**config.mk**
```make
export PLATFORM = sky130hd
export DESIGN_NAME = atrd_queue
export DESIGN_NICKNAME = d
export VERILOG_FILES = /design/src/atrd_pkg.sv /design/src/atrd_queue.sv
export SDC_FILE = /design/constraint.sdc
export NUM_CORES = 1
export LEC_CHECK = 0
export ABC_AREA = 1
export BUFFER_PORTS_ARGS = -buffer_cell sky130_fd_sc_hd__buf_2
export CAP_MARGIN = 20
export CORE_MARGIN = 4
export CORE_UTILIZATION = 40
export CTS_CLUSTER_DIAMETER = 120
export DETAILED_ROUTE_END_ITERATION = 8
export GPL_TIMING_DRIVEN = 1
export SYNTH_ARGS = -nofsm -noshare
export SYNTH_HDL_FRONTEND = slang
export SYNTH_SLANG_ARGS = --single-unit
```
**constraint.sdc**
```tcl
create_clock -name i_clk -period 2.5 [get_ports i_clk]
set_clock_uncertainty 0.1 [all_clocks]
set_input_delay 0.125 -clock i_clk [delete_from_list [all_inputs] [get_ports i_clk]]
set_output_delay 0.125 -clock i_clk [all_outputs]
set_load 0.01 [all_outputs]
```
**src/atrd_pkg.sv**
```systemverilog
package atrd_pkg;

    // Response store geometry
    localparam int STORE_DEPTH = 4096;
    localparam int ADDR_W      = $clog2(STORE_DEPTH);
    localparam int LEN_W       = $clog2(STORE_DEPTH + 1);

    // Result queue geometry
    localparam int QUEUE_DEPTH = 4;
    localparam int QPTR_W      = $clog2(QUEUE_DEPTH);
    localparam int QCNT_W      = $clog2(QUEUE_DEPTH + 1);

    // Transaction kinds
    localparam logic [1:0] MODE_START = 2'd0;
    localparam logic [1:0] MODE_BYTE  = 2'd1;
    localparam logic [1:0] MODE_TICK  = 2'd2;
    localparam logic [1:0] MODE_READ  = 2'd3;

    // Outcome codes
    localparam logic [1:0] OUTCOME_OK    = 2'd0;
    localparam logic [1:0] OUTCOME_ERROR = 2'd1;
    localparam logic [1:0] OUTCOME_FAIL  = 2'd2;

    // Terminator characters
    localparam logic [7:0] CHAR_LF = 8'h0A;
    localparam logic [7:0] CHAR_CR = 8'h0D;
    localparam logic [7:0] CHAR_O  = 8'h4F;
    localparam logic [7:0] CHAR_K  = 8'h4B;
    localparam logic [7:0] CHAR_E  = 8'h45;
    localparam logic [7:0] CHAR_R  = 8'h52;

    typedef struct packed {
        logic [1:0]  mode;
        logic [7:0]  byte_value;
        logic [15:0] timeout_ms;
        logic [11:0] read_index;
    } t_item;

    typedef struct packed {
        logic        armed;
        logic [1:0]  outcome;
        logic [12:0] received_count;
        logic [7:0]  read_byte;
    } t_result;

endpackage

```
**src/atrd_queue.sv**
```systemverilog
module atrd_queue (
    input  logic                     i_clk,
    input  logic                     i_rst_n,
    input  logic                     i_push,
    input  atrd_pkg::t_result        i_data,
    output logic [atrd_pkg::QCNT_W-1:0] o_level,
    output logic                     o_empty,
    input  logic                     i_pop,
    output atrd_pkg::t_result        o_data
);
    import atrd_pkg::*;

    t_result             r_mem [QUEUE_DEPTH];
    logic [QPTR_W-1:0]   r_wp;
    logic [QPTR_W-1:0]   r_rp;
    logic [QCNT_W-1:0]   r_count;
    logic [QPTR_W-1:0]   n_wp;
    logic [QPTR_W-1:0]   n_rp;
    logic [QCNT_W-1:0]   n_count;
    logic                pop_ok;

    assign o_empty = (r_count == '0);
    assign o_level = r_count;
    assign o_data  = r_mem[r_rp];
    assign pop_ok  = i_pop && !o_empty;

    // Advance pointers and level
    always_comb begin
        n_wp    = r_wp;
        n_rp    = r_rp;
        n_count = r_count;
        if (i_push) begin
            n_wp = r_wp + QPTR_W'(1);
        end
        if (pop_ok) begin
            n_rp = r_rp + QPTR_W'(1);
        end
        if (i_push && !pop_ok) begin
            n_count = r_count + QCNT_W'(1);
        end else if (!i_push && pop_ok) begin
            n_count = r_count - QCNT_W'(1);
        end
    end

    always_ff @(posedge i_clk) begin
        if (!i_rst_n) begin
            r_wp    <= '0;
            r_rp    <= '0;
            r_count <= '0;
        end else begin
            r_wp    <= n_wp;
            r_rp    <= n_rp;
            r_count <= n_count;
        end
    end

    // Hold result entries
    always_ff @(posedge i_clk) begin
        if (i_push) begin
            r_mem[r_wp] <= i_data;
        end
    end

`ifndef SYNTHESIS
    a_no_overflow: assert property (@(posedge i_clk) disable iff (!i_rst_n)
        i_push |-> (r_count < QCNT_W'(QUEUE_DEPTH)))
        else $error("result queue overflow");
    a_level_tracks: assert property (@(posedge i_clk) disable iff (!i_rst_n)
        (i_push && !pop_ok) |=> (r_count == $past(r_count) + QCNT_W'(1)))
        else $error("result queue level did not advance on push");
`endif

endmodule

```
==> results.ini <==
[outcome]
status=finished, final reports clean

[clock_tree]
root_buffer=clkbuf_8
htreeDepth=3
post-cts-setup-buffers=0
cts_resized=0
clk_pin_slew_ns=0.09
cts_tree=built
clk_path_buf_depth=2
cts_buffers=9
cts.sinks=105
clock_latency_ns=0.35

[logic_synthesis]
synth_cell_type_count=20
synthMuxAreaShare=0
synthAdderAreaFrac=0.0197
async_flop_share=0
synth_flop_cell=edfxtp_1
yosysWarnings=0
synth-simple-area-share=0.0774
synth.yosys.seq_area_share=0.731
synth_seq_cells=105
syn-instance-count=295
synth_edf_count=96
synth_compound_area_frac=0.133
synth.largest_area_cell=edfxtp_1
synthXorXnorAreaFrac=0.00209
synth_area_um2=4190
yosys-top-cells-area=edfxtp_1, o22ai_2, o21ai_0, dfxtp_1, nor2_1
avgSynthCellArea_um2=14.2
yosysTopAreaCellShare=0.688
synth_top_family_by_area=compound AO/OA/AOI/OAI gates
syn_nets=329

[grt]
grt_overflow_total=0
grt_pass1_wl_um=12400
grt_use_total=0.137
grt_max_degree=49
grt_pass1_vias=2488
grt_antenna_before_repair=0

[die]
die_y_um=110
ios=56
die-area_um2=12200
placementRows=37
core_um2=10300
start_util=0.407
die-width_um=110

[timing]
fin_hold_ws_ns=0.0167
finalHoldViolCount=0
rsz0062_at_grt=false
drv_slew=0
fin_ws_ns=0.449
post-route-period-util=0.820
period_needed_ns=2.05
fmax_mhz=488
relSlewSlack=0.647
tns_ns=0
setup_viol=0
tightestPinTransition_ns=0.528

[setup_path]
r2r_setup_slack_ns=0.66
path_max_fanout=13
end_kind=primary output
critPathMaxStageDelay_ns=0.66
critPathRequiredTime_ns=2.28
slowest_stage=dfxtp_1
crit_arrival_ns=1.83
reg2reg_depth=12
startpoint_type=flip-flop
timing.rr.start=o_level[1]
criticalPathCategory=reg2out
cp_cell_sequence=buf_4 -> o21ai_0 -> o22ai_1 -> buf_2
r2r-end=o_level[2]

[pwr]
cellPowerDensity_nw_per_um2=839
leakage_nw=1.83
power_mw=4.24
irDropWorstVdd_mv=0.581

[routing]
wl_per_cell_um=15.0
vias=2493
drcViolationCount=0
ant_nets=0
first_iter_violations=87
totalWireLength_um=7780
drt-pass1-iter-count=4
viasPerCell=4.79

[hold_path]
min_from=i_push
hold_path_class=in2reg
holdPathEnd=r_wp[0]
min_delay_path_depth=3

[cells_and_area]
nets=414
syn2layout_area_growth_pct=20.7
diodes=0
final_cells=520
drive_above_1_share=0.307

[job]
cap_viol_max_count=0

[place]
dpl.hpwl_um=4600
place.gp.congestion=0.681
place_inst=479
pre_cts_slack_ns=0.651
port-buffer-count=55

-- kinds of logic (layout without fill, tap and decap cells) --
logic type,count (synthesis),in the layout
xor gates and xnor gates,1,1
AOI/OAI and AO/OA,80,80
and+or+nand+nor,72,72
adders and majority gates,6,6
buffers and inverters,31,120
DFF,105,105
-- cell usage in the layout (no fill, tap or decap), types with 3 or more instances in the layout --
master,Yosys,final
a21oi_1,5,5
buf_2,9,55
buf_4,1,6
clkbuf_8,0,9
clkinvlp_4,0,3
dfxtp_1,9,8
dlygate4sd3_1,0,26
edfxtp_1,96,96
ha_1,5,5
inv_1,15,15
nand2_1,15,15
nand3_1,3,3
nor2_1,34,34
nor2_2,20,20
o21ai_0,47,47
o21ai_1,4,4
o22ai_1,4,4
o22ai_2,20,20
-- through the flow --
stage / cell area (um2) / util
floorplan: 4190 / -
global placement: 4610 / 0.449
detailed placement: 4610 / 0.449
CTS: 5050 / 0.492
global route: 5050 / 0.492
finish: 5050 / 0.492
-- layer usage --
metal | wire [um] | GRT usage | vias to the layer above | share of wire
met5 | 0 | 0 | - | 0
met4 | 74 | 0.0580 | 0 | 0.0095
met3 | 337 | 0.0280 | 6 | 0.043
met2 | 4000 | 0.236 | 40 | 0.51
met1 | 3370 | 0.167 | 1210 | 0.43
li1 | - | - | 1237 | -
-- cells in the mapped netlist, types with 5 or more instances --
cell type and n:
buf_2 9, nor2_1 34, dfxtp_1 9, o21ai_0 47
nand2_1 15, inv_1 15, ha_1 5, a21oi_1 5
o22ai_2 20, nor2_2 20, edfxtp_1 96
-- how the worst max path moves through the flow --
stage          depth (start not counted)  slack [ns]         end
2_1_floorplan                          8        0.76  o_level[1]
3_3_place_gp                          12        0.75  o_level[2]
6_report                               4        0.45  o_data[14]
4_1_cts                                4        0.42  o_data[14]
3_5_place_dp                           8        0.65  o_level[1]
5_1_grt                                4        0.26  o_data[14]
-- sequential cells by signal (all words and copies together) (netlist names), named ones only --
register  flops
r_rp          2
r_mem        96
r_wp          2
o_level       3
-- where the power goes --
part	switching [mW]	leakage, nW	internal, mW
clock network	0.531	0.0824	0.451
logic	0.720	0.791	0.453
registers	0.0583	0.956	2.03
-- worst max-delay path: cells and delay by family (launching register included) --
kind,cells,cell delay (ns)
flops,1,0.66
buf+inv,2,0.47
compound gates,2,0.34
-- timing repair --
item / in CTS / in global routing
hold buffers: 26 / 0
endpoints found under the setup margin: 0 / 0
endpoints found under the hold margin: 105 / 0
-- final cells by class --
class	instances	area, um2
Tap cell	136	170
Inverter	17	63.8
Multi-Input combinational cell	159	971
Sequential cell	105	3060
Timing Repair Buffer	88	601
Clock inverter	6	60.1
Fill cell	920	5220
Clock buffer	9	124
No activity file was read; power rests on OpenSTA's default activity.
